**config.mk**
```make
export PLATFORM = sky130hd
export DESIGN_NAME = psa_mask_scatter_address
export DESIGN_NICKNAME = d
export VERILOG_FILES = /design/src/hw/rtl/psa_msa_pkg.sv /design/src/hw/rtl/psa_mask_scatter_address.sv /design/src/hw/rtl/psa_msa_cfg.sv /design/src/hw/rtl/psa_msa_cnt.sv /design/src/hw/rtl/psa_msa_mac.sv
export SDC_FILE = /design/constraint.sdc
export NUM_CORES = 1
export LEC_CHECK = 0
export ABC_AREA = 1
export BUFFER_PORTS_ARGS = -buffer_cell sky130_fd_sc_hd__buf_2
export CORE_ASPECT_RATIO = 1.25
export CORE_MARGIN = 3
export CORE_UTILIZATION = 23
export DETAILED_ROUTE_END_ITERATION = 7
export PLACE_DENSITY = 0.39
export SETUP_SLACK_MARGIN = 0.4
export SLEW_MARGIN = 10
export SYNTH_ARGS = -nofsm -noshare
export SYNTH_HDL_FRONTEND = slang
export SYNTH_HIERARCHICAL = 1
export SYNTH_SLANG_ARGS = --single-unit
```
**constraint.sdc**
```tcl
create_clock -name i_clk -period 9.7 [get_ports i_clk]
set_input_delay 0.97 -clock i_clk [delete_from_list [all_inputs] [get_ports i_clk]]
set_output_delay 0.97 -clock i_clk [all_outputs]
set_load 0.01 [all_outputs]
```
**src/hw/rtl/psa_msa_pkg.sv**
```systemverilog
// Shared types and constants of the mask scatter address generator.
package psa_msa_pkg;

    localparam int ADDR_W  = 5;
    localparam int SIZE_W  = 7;
    localparam int HALF_W  = 6;
    localparam int IDX_W   = 32;
    localparam int DST_W   = 30;
    localparam int VAL_W   = 32;
    localparam int TDATA_W = 96;

    typedef enum logic [2:0] {
        REG_MODE           = 3'd0,
        REG_BATCH_COUNT    = 3'd1,
        REG_FEATURE_ROWS   = 3'd2,
        REG_FEATURE_COLS   = 3'd3,
        REG_MASK_ROWS      = 3'd4,
        REG_MASK_COLS      = 3'd5,
        REG_HALF_MASK_ROWS = 3'd6,
        REG_HALF_MASK_COLS = 3'd7
    } t_reg_idx;

    typedef enum logic [1:0] {
        ST_IDLE,
        ST_CALC,
        ST_DONE
    } t_state;

    // Effective sizes, clamped to their legal ranges.
    typedef struct packed {
        logic              mode;
        logic [SIZE_W-1:0] nb;
        logic [SIZE_W-1:0] fh;
        logic [SIZE_W-1:0] fw;
        logic [SIZE_W-1:0] mh;
        logic [SIZE_W-1:0] mw;
        logic [HALF_W-1:0] hmr;
        logic [HALF_W-1:0] hmc;
    } t_cfg;

endpackage

```
**src/hw/rtl/psa_mask_scatter_address.sv**
```systemverilog
// Top level of the mask scatter address generator.
// Each mask element transfer is handled in turn: it is accepted in ST_IDLE, makes eight passes through the single
// 32x7 multiply-add unit in ST_CALC (four for the source index, four for the destination index), and
// loads the output register in ST_DONE, which waits while that register is full and not taken; the next element
// is accepted in the cycle after that, and no element is accepted while one is still being processed.
module psa_mask_scatter_address #(
    parameter int MAX_FEATURE = 64,
    parameter int MAX_BATCH   = 64,
    parameter int DATA_WIDTH  = 32
) (
    input  logic                            i_clk,
    input  logic                            i_rst_n,
    input  logic                            psel,
    input  logic                            penable,
    input  logic                            pwrite,
    input  logic [psa_msa_pkg::ADDR_W-1:0]  paddr,
    input  logic [31:0]                     pwdata,
    output logic [31:0]                     prdata,
    output logic                            pready,
    input  logic                            s_axis_tvalid,
    output logic                            s_axis_tready,
    input  logic [31:0]                     s_axis_tdata,  // value[31:0]
    output logic                            m_axis_tvalid,
    input  logic                            m_axis_tready,
    // value_out[31:0], src_index[63:32], dst_index[93:64], zero pad[95:94]
    output logic [psa_msa_pkg::TDATA_W-1:0] m_axis_tdata,
    output logic                            m_axis_tlast,
    output logic [0:0]                      m_axis_tuser   // in_window[0]
);

    localparam int FPW = (MAX_FEATURE > 1) ? $clog2(MAX_FEATURE) : 1;
    localparam int BPW = (MAX_BATCH > 1) ? $clog2(MAX_BATCH) : 1;
    localparam int AW  = (FPW > 7) ? FPW : 7;
    localparam int SW  = AW + 1;
    localparam logic [31:0] VMASK = (DATA_WIDTH >= 32) ? 32'hFFFF_FFFF
                                  : 32'((64'd1 << DATA_WIDTH) - 64'd1);

    psa_msa_pkg::t_cfg   cfg;
    psa_msa_pkg::t_state r_state, n_state;

    logic           accept, mac_en, mac_first, load_out;
    logic [6:0]     mac_mult;
    logic [AW-1:0]  mac_add;
    logic [31:0]    acc;
    logic [2:0]     r_step;

    logic [BPW-1:0] cnt_n;
    logic [6:0]     cnt_mr, cnt_mc;
    logic [FPW-1:0] cnt_h, cnt_w;
    logic           cnt_last;

    logic [SW-1:0]  sr, sc, row_full, col_full;
    logic           win_hit;

    logic [BPW-1:0] r_n;
    logic [6:0]     r_mr, r_mc, r_row, r_col;
    logic [FPW-1:0] r_h, r_w;
    logic           r_inside, r_last;
    logic [31:0]    r_value, r_src;

    logic                            r_out_valid;
    logic [psa_msa_pkg::TDATA_W-1:0] r_tdata;
    logic                            r_tlast;
    logic                            r_tuser;

    psa_msa_cfg #(
        .MAX_FEATURE(MAX_FEATURE),
        .MAX_BATCH  (MAX_BATCH)
    ) u_cfg (
        .i_clk  (i_clk),
        .i_rst_n(i_rst_n),
        .i_wr   (psel && penable && pwrite),
        .i_addr (paddr),
        .i_wdata(pwdata),
        .o_rdata(prdata),
        .o_cfg  (cfg)
    );

    assign pready = 1'b1;

    psa_msa_cnt #(
        .FPW(FPW),
        .BPW(BPW)
    ) u_cnt (
        .i_clk  (i_clk),
        .i_rst_n(i_rst_n),
        .i_adv  (accept),
        .i_cfg  (cfg),
        .o_n    (cnt_n),
        .o_mr   (cnt_mr),
        .o_mc   (cnt_mc),
        .o_h    (cnt_h),
        .o_w    (cnt_w),
        .o_last (cnt_last)
    );

    psa_msa_mac #(
        .ADD_W(AW)
    ) u_mac (
        .i_clk  (i_clk),
        .i_en   (mac_en),
        .i_first(mac_first),
        .i_seed (32'(r_n)),
        .i_mult (mac_mult),
        .i_add  (mac_add),
        .o_acc  (acc)
    );

    assign accept = s_axis_tvalid && s_axis_tready;

    assign sr       = SW'(cnt_mr) + SW'(cnt_h);
    assign sc       = SW'(cnt_mc) + SW'(cnt_w);
    assign row_full = sr - SW'(cfg.hmr);
    assign col_full = sc - SW'(cfg.hmc);
    assign win_hit  = (sr >= SW'(cfg.hmr)) && (row_full < SW'(cfg.fh))
                   && (sc >= SW'(cfg.hmc)) && (col_full < SW'(cfg.fw));

    always_ff @(posedge i_clk) begin
        if (accept) begin
            r_n      <= cnt_n;
            r_mr     <= cnt_mr;
            r_mc     <= cnt_mc;
            r_h      <= cnt_h;
            r_w      <= cnt_w;
            r_row    <= row_full[6:0];
            r_col    <= col_full[6:0];
            r_inside <= win_hit;
            r_last   <= cnt_last;
            r_value  <= s_axis_tdata & VMASK;
        end
        if (r_state == psa_msa_pkg::ST_CALC && r_step == 3'd4) begin
            r_src <= acc;
        end
    end

    always_comb begin
        n_state = r_state;
        unique case (r_state)
            psa_msa_pkg::ST_IDLE: if (accept) n_state = psa_msa_pkg::ST_CALC;
            psa_msa_pkg::ST_CALC: if (r_step == 3'd7) n_state = psa_msa_pkg::ST_DONE;
            psa_msa_pkg::ST_DONE: if (load_out) n_state = psa_msa_pkg::ST_IDLE;
            default:              n_state = psa_msa_pkg::ST_IDLE;
        endcase
    end

    always_comb begin
        s_axis_tready = 1'b0;
        mac_en        = 1'b0;
        load_out      = 1'b0;
        unique case (r_state)
            psa_msa_pkg::ST_IDLE: s_axis_tready = 1'b1;
            psa_msa_pkg::ST_CALC: mac_en = 1'b1;
            psa_msa_pkg::ST_DONE: load_out = !r_out_valid || m_axis_tready;
            default: ;
        endcase
    end

    // Source chain first, then the destination chain, whose digit order follows the mode.
    always_comb begin
        mac_first = (r_step == 3'd0) || (r_step == 3'd4);
        mac_mult  = r_step[0] ? cfg.fw : cfg.fh;
        mac_add   = AW'(r_w);
        case (r_step)
            3'd0: begin
                mac_mult = cfg.mh;
                mac_add  = AW'(r_mr);
            end
            3'd1: begin
                mac_mult = cfg.mw;
                mac_add  = AW'(r_mc);
            end
            3'd2: mac_add = AW'(r_h);
            3'd3: mac_add = AW'(r_w);
            3'd4: mac_add = cfg.mode ? AW'(r_h) : AW'(r_row);
            3'd5: mac_add = cfg.mode ? AW'(r_w) : AW'(r_col);
            3'd6: mac_add = cfg.mode ? AW'(r_row) : AW'(r_h);
            3'd7: mac_add = cfg.mode ? AW'(r_col) : AW'(r_w);
            default: ;
        endcase
    end

    always_ff @(posedge i_clk) begin
        if (!i_rst_n) begin
            r_state     <= psa_msa_pkg::ST_IDLE;
            r_step      <= 3'd0;
            r_out_valid <= 1'b0;
        end else begin
            r_state <= n_state;
            if (r_state == psa_msa_pkg::ST_CALC) begin
                r_step <= r_step + 3'd1;
            end else begin
                r_step <= 3'd0;
            end
            if (load_out) begin
                r_out_valid <= 1'b1;
            end else if (m_axis_tready) begin
                r_out_valid <= 1'b0;
            end
        end
    end

    always_ff @(posedge i_clk) begin
        if (load_out) begin
            r_tdata <= {2'b00,
                        r_inside ? acc[psa_msa_pkg::DST_W-1:0] : 30'd0,
                        r_src,
                        r_inside ? r_value : 32'd0};
            r_tlast <= r_last;
            r_tuser <= r_inside;
        end
    end

    assign m_axis_tvalid   = r_out_valid;
    assign m_axis_tdata    = r_tdata;
    assign m_axis_tlast    = r_tlast;
    assign m_axis_tuser[0] = r_tuser;

    a_one_at_a_time: assert property (@(posedge i_clk) disable iff (!i_rst_n)
        s_axis_tvalid && s_axis_tready |=> !s_axis_tready)
        else $error("Input accepted while an element is still being processed.");

    a_step_progress: assert property (@(posedge i_clk) disable iff (!i_rst_n)
        r_state == psa_msa_pkg::ST_CALC && r_step != 3'd7
        |=> r_state == psa_msa_pkg::ST_CALC && r_step == $past(r_step) + 3'd1)
        else $error("Multiply-add sequence did not advance by one step.");

    a_outside_zero: assert property (@(posedge i_clk) disable iff (!i_rst_n)
        m_axis_tvalid && !m_axis_tuser[0]
        |-> m_axis_tdata[93:64] == 30'd0 && m_axis_tdata[31:0] == 32'd0)
        else $error("Element outside the window carries a value or destination.");

endmodule

```
**src/hw/rtl/psa_msa_cfg.sv**
```systemverilog
// Configuration register file with APB write and read access.
module psa_msa_cfg #(
    parameter int MAX_FEATURE = 64,
    parameter int MAX_BATCH   = 64
) (
    input  logic                             i_clk,
    input  logic                             i_rst_n,
    input  logic                             i_wr,
    input  logic [psa_msa_pkg::ADDR_W-1:0]   i_addr,
    input  logic [31:0]                      i_wdata,
    output logic [31:0]                      o_rdata,
    output psa_msa_pkg::t_cfg                o_cfg
);

    localparam logic [10:0] MAXF = 11'(MAX_FEATURE);
    localparam logic [10:0] MAXB = 11'(MAX_BATCH);

    logic       r_mode;
    logic [6:0] r_batch_count;
    logic [6:0] r_feature_rows;
    logic [6:0] r_feature_cols;
    logic [6:0] r_mask_rows;
    logic [6:0] r_mask_cols;
    logic [5:0] r_half_mask_rows;
    logic [5:0] r_half_mask_cols;

    psa_msa_pkg::t_reg_idx idx;

    assign idx = psa_msa_pkg::t_reg_idx'(i_addr[4:2]);

    always_ff @(posedge i_clk) begin
        if (!i_rst_n) begin
            r_mode           <= 1'b0;
            r_batch_count    <= 7'd1;
            r_feature_rows   <= 7'd1;
            r_feature_cols   <= 7'd1;
            r_mask_rows      <= 7'd1;
            r_mask_cols      <= 7'd1;
            r_half_mask_rows <= 6'd0;
            r_half_mask_cols <= 6'd0;
        end else if (i_wr) begin
            unique case (idx)
                psa_msa_pkg::REG_MODE:           r_mode           <= i_wdata[0];
                psa_msa_pkg::REG_BATCH_COUNT:    r_batch_count    <= i_wdata[6:0];
                psa_msa_pkg::REG_FEATURE_ROWS:   r_feature_rows   <= i_wdata[6:0];
                psa_msa_pkg::REG_FEATURE_COLS:   r_feature_cols   <= i_wdata[6:0];
                psa_msa_pkg::REG_MASK_ROWS:      r_mask_rows      <= i_wdata[6:0];
                psa_msa_pkg::REG_MASK_COLS:      r_mask_cols      <= i_wdata[6:0];
                psa_msa_pkg::REG_HALF_MASK_ROWS: r_half_mask_rows <= i_wdata[5:0];
                psa_msa_pkg::REG_HALF_MASK_COLS: r_half_mask_cols <= i_wdata[5:0];
                default: ;
            endcase
        end
    end

    always_comb begin
        o_rdata = 32'd0;
        unique case (idx)
            psa_msa_pkg::REG_MODE:           o_rdata = {31'd0, r_mode};
            psa_msa_pkg::REG_BATCH_COUNT:    o_rdata = {25'd0, r_batch_count};
            psa_msa_pkg::REG_FEATURE_ROWS:   o_rdata = {25'd0, r_feature_rows};
            psa_msa_pkg::REG_FEATURE_COLS:   o_rdata = {25'd0, r_feature_cols};
            psa_msa_pkg::REG_MASK_ROWS:      o_rdata = {25'd0, r_mask_rows};
            psa_msa_pkg::REG_MASK_COLS:      o_rdata = {25'd0, r_mask_cols};
            psa_msa_pkg::REG_HALF_MASK_ROWS: o_rdata = {26'd0, r_half_mask_rows};
            psa_msa_pkg::REG_HALF_MASK_COLS: o_rdata = {26'd0, r_half_mask_cols};
            default:                         o_rdata = 32'd0;
        endcase
    end

    // A size of zero acts as one, and sizes above the maximum saturate.
    function automatic logic [6:0] clamp(input logic [6:0] v, input logic [10:0] maxv);
        logic [6:0] res;
        if (v == 7'd0) begin
            res = 7'd1;
        end else if ({4'd0, v} > maxv) begin
            res = maxv[6:0];
        end else begin
            res = v;
        end
        return res;
    endfunction

    always_comb begin
        o_cfg.mode = r_mode;
        o_cfg.nb   = clamp(r_batch_count, MAXB);
        o_cfg.fh   = clamp(r_feature_rows, MAXF);
        o_cfg.fw   = clamp(r_feature_cols, MAXF);
        o_cfg.mh   = clamp(r_mask_rows, 11'd127);
        o_cfg.mw   = clamp(r_mask_cols, 11'd127);
        o_cfg.hmr  = r_half_mask_rows;
        o_cfg.hmc  = r_half_mask_cols;
    end

endmodule

```
**src/hw/rtl/psa_msa_cnt.sv**
```systemverilog
// Position counters for batch, mask row, mask column, pixel row and pixel column.
module psa_msa_cnt #(
    parameter int FPW = 6,
    parameter int BPW = 6
) (
    input  logic              i_clk,
    input  logic              i_rst_n,
    input  logic              i_adv,
    input  psa_msa_pkg::t_cfg i_cfg,
    output logic [BPW-1:0]    o_n,
    output logic [6:0]        o_mr,
    output logic [6:0]        o_mc,
    output logic [FPW-1:0]    o_h,
    output logic [FPW-1:0]    o_w,
    output logic              o_last
);

    logic [BPW-1:0] r_n, n_n;
    logic [6:0]     r_mr, n_mr, r_mc, n_mc;
    logic [FPW-1:0] r_h, n_h, r_w, n_w;
    logic           end_n, end_mr, end_mc, end_h, end_w;

    assign end_n  = (11'(r_n) + 11'd1)  >= 11'(i_cfg.nb);
    assign end_mr = (11'(r_mr) + 11'd1) >= 11'(i_cfg.mh);
    assign end_mc = (11'(r_mc) + 11'd1) >= 11'(i_cfg.mw);
    assign end_h  = (11'(r_h) + 11'd1)  >= 11'(i_cfg.fh);
    assign end_w  = (11'(r_w) + 11'd1)  >= 11'(i_cfg.fw);

    assign o_last = end_n && end_mr && end_mc && end_h && end_w;

    always_comb begin
        n_w  = end_w ? '0 : r_w + FPW'(1);
        n_h  = r_h;
        n_mc = r_mc;
        n_mr = r_mr;
        n_n  = r_n;
        if (end_w) begin
            n_h = end_h ? '0 : r_h + FPW'(1);
            if (end_h) begin
                n_mc = end_mc ? 7'd0 : r_mc + 7'd1;
                if (end_mc) begin
                    n_mr = end_mr ? 7'd0 : r_mr + 7'd1;
                    if (end_mr) begin
                        n_n = end_n ? '0 : r_n + BPW'(1);
                    end
                end
            end
        end
    end

    always_ff @(posedge i_clk) begin
        if (!i_rst_n) begin
            r_n  <= '0;
            r_mr <= 7'd0;
            r_mc <= 7'd0;
            r_h  <= '0;
            r_w  <= '0;
        end else if (i_adv) begin
            r_n  <= n_n;
            r_mr <= n_mr;
            r_mc <= n_mc;
            r_h  <= n_h;
            r_w  <= n_w;
        end
    end

    assign o_n  = r_n;
    assign o_mr = r_mr;
    assign o_mc = r_mc;
    assign o_h  = r_h;
    assign o_w  = r_w;

endmodule

```
**src/hw/rtl/psa_msa_mac.sv**
```systemverilog
// Shared multiply-add unit that, while enabled, folds one index digit per cycle into an accumulator.
module psa_msa_mac #(
    parameter int ADD_W = 7
) (
    input  logic                          i_clk,
    input  logic                          i_en,
    input  logic                          i_first,
    input  logic [psa_msa_pkg::IDX_W-1:0] i_seed,
    input  logic [psa_msa_pkg::SIZE_W-1:0] i_mult,
    input  logic [ADD_W-1:0]              i_add,
    output logic [psa_msa_pkg::IDX_W-1:0] o_acc
);

    logic [psa_msa_pkg::IDX_W-1:0] r_acc, n_acc, operand;

    assign operand = i_first ? i_seed : r_acc;
    assign n_acc   = psa_msa_pkg::IDX_W'(operand * psa_msa_pkg::IDX_W'(i_mult))
                   + psa_msa_pkg::IDX_W'(i_add);

    always_ff @(posedge i_clk) begin
        if (i_en) begin
            r_acc <= n_acc;
        end
    end

    assign o_acc = r_acc;

endmodule

```
==> impl_metrics.py <==
metrics = {
    "outcome": {
        "status": "complete, no violations",
    },
    "cts": {
        "postCtsSetupBuffers": 0,
        "cts_buffer_depth": 3,
        "hold_buffers": 0,
        "clk_latency_ns": 0.61,
        "ctsResizeCount": 0,
        "cts_made_buffers": 42,
        "htreeDepth": 2,
        "clk_pin_slew_ns": 0.06,
        "cts_tree": "yes",
        "clockRootBuffer": "clkbuf_16",
        "cts.sinks": 326,
    },
    "synth": {
        "synth_area_sq_mm": 0.0232,
        "synth_compound_area_frac": 0.0607,
        "synth-edff-count": 240,
        "yosys.area.top_type": "edfxtp_1",
        "avgSynthCellArea_sq_um": 8.62,
        "ys.flop_type": "edfxtp_1",
        "synth_top_family_by_area": "simple AND/OR/NAND/NOR gates",
        "synth_mux_area_frac": 0.00689,
        "ys_seq_area_frac": 0.384,
        "synth_top_area_frac": 0.310,
        "synthCells": 2696,
        "synth_top_cells_by_area": "edfxtp_1 (31%), fa_1 (12%), inv_1 (8.2%), ha_1 (8.0%), nand2_1 (7.9%)",
        "synth-async-reset-ratio": 0,
        "yosys.area_share.adder": 0.202,
        "synth.distinct_cells": 63,
        "yosysWarnings": 6,
        "synth_xor_area_frac": 0.0233,
        "ys_ff_latch": 326,
        "synth-simple-area-share": 0.212,
    },
    "sta": {
        "rsz0062_at_grt": "false",
        "skew_ns": 0.0462,
        "period_needed_ns": 7.38,
        "hold_viol": 0,
        "fin_ws_ns": 2.32,
        "slew_headroom": 0.238,
        "tightest_slew_ns": 1.14,
        "tns_ns": 0,
        "period_share": 0.761,
        "max_clock_freq_ghz": 0.135,
        "setup_violations": 0,
        "maxSlewViolCount": 0,
    },
    "placed_design": {
        "gp_congestion": 0.851,
        "portBuffers": 153,
        "hpwl_um": 54400,
        "placed_cell_area_sq_mm": 0.0254,
        "pre_cts_ws_ns": 2.36,
    },
    "layout": {
        "layout_common_cells": "inv_1 (503), nand2_1 (490), nor2_1 (373)",
        "utilization": 0.269,
        "antenna_cells": 0,
        "area_delta_synth_final_pct": 15.2,
        "fin_area_sq_mm": 0.0268,
        "drive_gt1_frac": 0.116,
        "nets": 3222,
        "final_common_cell": "inv_1",
    },
    "grt": {
        "gr-usage-all-layers": 0.133,
        "grt_pass1_wl_um": 108000,
        "grt_pass1_vias": 17900,
        "grt.overflow.total": 0,
        "grt_max_degree": 65,
        "antenna_found_initial": 1,
    },
    "drt": {
        "route.detailed.drc": 0,
        "avgViaCountPerCell": 4.16,
        "vias": 17500,
        "antenna_left": 0,
        "drt-wirelength-per-cell_um": 16.8,
        "routed_wl_um": 70400,
        "drtPass1Iterations": 7,
        "drtIter0Drc": 766,
    },
    "die": {
        "start_util": 0.233,
        "die_h_um": 361,
        "die_w_um": 290,
        "dieArea_sq_mm": 0.105,
        "core_area_sq_mm": 0.0996,
        "ios": 209,
        "num_rows": 129,
    },
    "power": {
        "p_leak_nw": 12.5,
        "peakVddDrop_v": 0.000123,
        "power_density_mw_per_mm2": 176,
    },
    "critical_path": {
        "crit_chain": "inv_1, ha_1, o21ai_1, o211ai_1, nand3_1, inv_1, nor2_1, fa_1, fa_1, fa_1, inv_1, fa_1, inv_1, ha_1, nand2_1, nor2_1, nand4_1, inv_1, nand2_1, nand2_1, nand3_1, nand3_1, nand2_1",
        "worst_setup_path_end_kind": "flip-flop",
        "max_stage_delay_ns": 1.02,
        "cp_slowest_cell": "inv_1",
        "cp_common_cell": "inv_1",
        "critPathKind": "flip-flop to flip-flop",
        "crit_fanout": 23,
        "worstSetupStartpointType": "flip-flop",
        "cp.arrival_ns": 7.68,
        "cp_data_required_time_ns": 10.00,
    },
    "job": {
        "cap_violations": 0,
    },
    "worst_hold_path": {
        "hold_path_class": "flip-flop to flip-flop",
    },
}
[per-stage QoR]
| stage | hold slack [ns] | total power, W | instances |
|---|---|---|---|
| final | 0.418 | 0.00471 | 4198 |
| after global routing | 0.421 | 0.00507 | 4198 |
| after CTS | 0.419 | 0.00481 | 4198 |
| after detailed placement | 0.405 | 0.00315 | 4122 |
| after global placement | 0.401 | 0.00315 | 4122 |
| after floorplan | 0.400 | 0.00273 | 2748 |
[Yosys cell counts, types with 3 or more instances]
library cell    n
nand2_2        22
xor2_1         37
buf_2          11
a21o_1          7
clkbuf_1       49
nor3_2          5
buf_4          32
nand2_1       490
buf_6           7
nand2_4         6
nor2_1        375
nor2_2         10
o22ai_1         4
dfxtp_1        86
xnor2_1        23
mux2i_1        16
nor3_1         16
o21bai_1        5
o21ai_0        71
o21ai_1         5
nand3_2         6
o21ai_2         7
or2_2          16
o21a_1          3
o211ai_1       13
conb_1          3
fa_1          142
inv_1         505
nand4_1        43
nor2_4          6
a31oi_1         4
edfxtp_1      240
nand3b_1       10
nand3_1       112
a21oi_1       110
inv_2           9
and3_1          5
ha_1          148
a221oi_1        6
[cells by family (layout without fill, tap and decap cells)]
family,count (synthesis),after routing
adders and majority gates,290,290
muxes,16,16
xor gates and xnor gates,61,61
AOI/OAI and AO/OA,247,247
buffers and inverters,619,759
other,3,55
and+or+nand+nor,1134,1134
DFF,326,326
[path summary, 6_finish.rpt]
path / startpoint / endpoint / slack [ns] / cells after the start
hold reg to reg: r_src[2] / m_axis_tdata[34] / 0.42 / 0
setup / recovery: r_step[0] / u_mac/o_acc[30] / 2.32 / 23
hold / removal: r_src[2] / m_axis_tdata[34] / 0.42 / 0
setup reg to reg: r_step[0] / u_mac/o_acc[30] / 2.32 / 23
[worst max-delay path, delay by kind of cell, from the launching register on]
| kind | cells | cell delay [ns] |
|---|---|---|
| adder cells (fa/ha/maj) | 6 | 3.01 |
| AND/OR/NAND/NOR | 10 | 1.68 |
| AO/OA/AOI/OAI | 2 | 0.44 |
| buffers and inverters | 5 | 1.60 |
| flip-flops | 1 | 0.34 |
[metal layers]
| metal | track usage | vias up | share of wire |
|---|---|---|---|
| li1 | - | 8793 | - |
| met1 | 0.162 | 8273 | 0.42 |
| met2 | 0.246 | 304 | 0.52 |
| met3 | 0.0153 | 86 | 0.032 |
| met4 | 0.0409 | 0 | 0.026 |
| met5 | 0 | - | 0 |
[state kept, by name, indices dropped and copies added, names as in the netlist, 7 cells and up]
name / flops
u_cfg/r_mask_rows: 7
r_row: 7
u_cfg/r_feature_rows: 7
u_mac/o_acc: 32
r_value: 32
r_mr: 7
r_col: 7
u_cfg/r_mask_cols: 7
u_cnt/o_mr: 7
m_axis_tdata: 94
u_cfg/r_feature_cols: 7
u_cnt/o_mc: 7
r_mc: 7
r_src: 32
u_cfg/r_batch_count: 7
[power breakdown]
part           internal [W]  switching, W
logic              0.000451      0.000891
registers           0.00165      0.000105
clock network      0.000926      0.000684
[cell type report]
cell class	instances	area (sq um)
fill	10900	72800
multi-input combinational	1803	12000
sequential	326	8930
inverter	515	1940
tap	1310	1640
clock buffer	46	1080
timing repair buffer	168	878
clock inverter	30	340
Note: power is estimated with default switching activity, not from simulation.
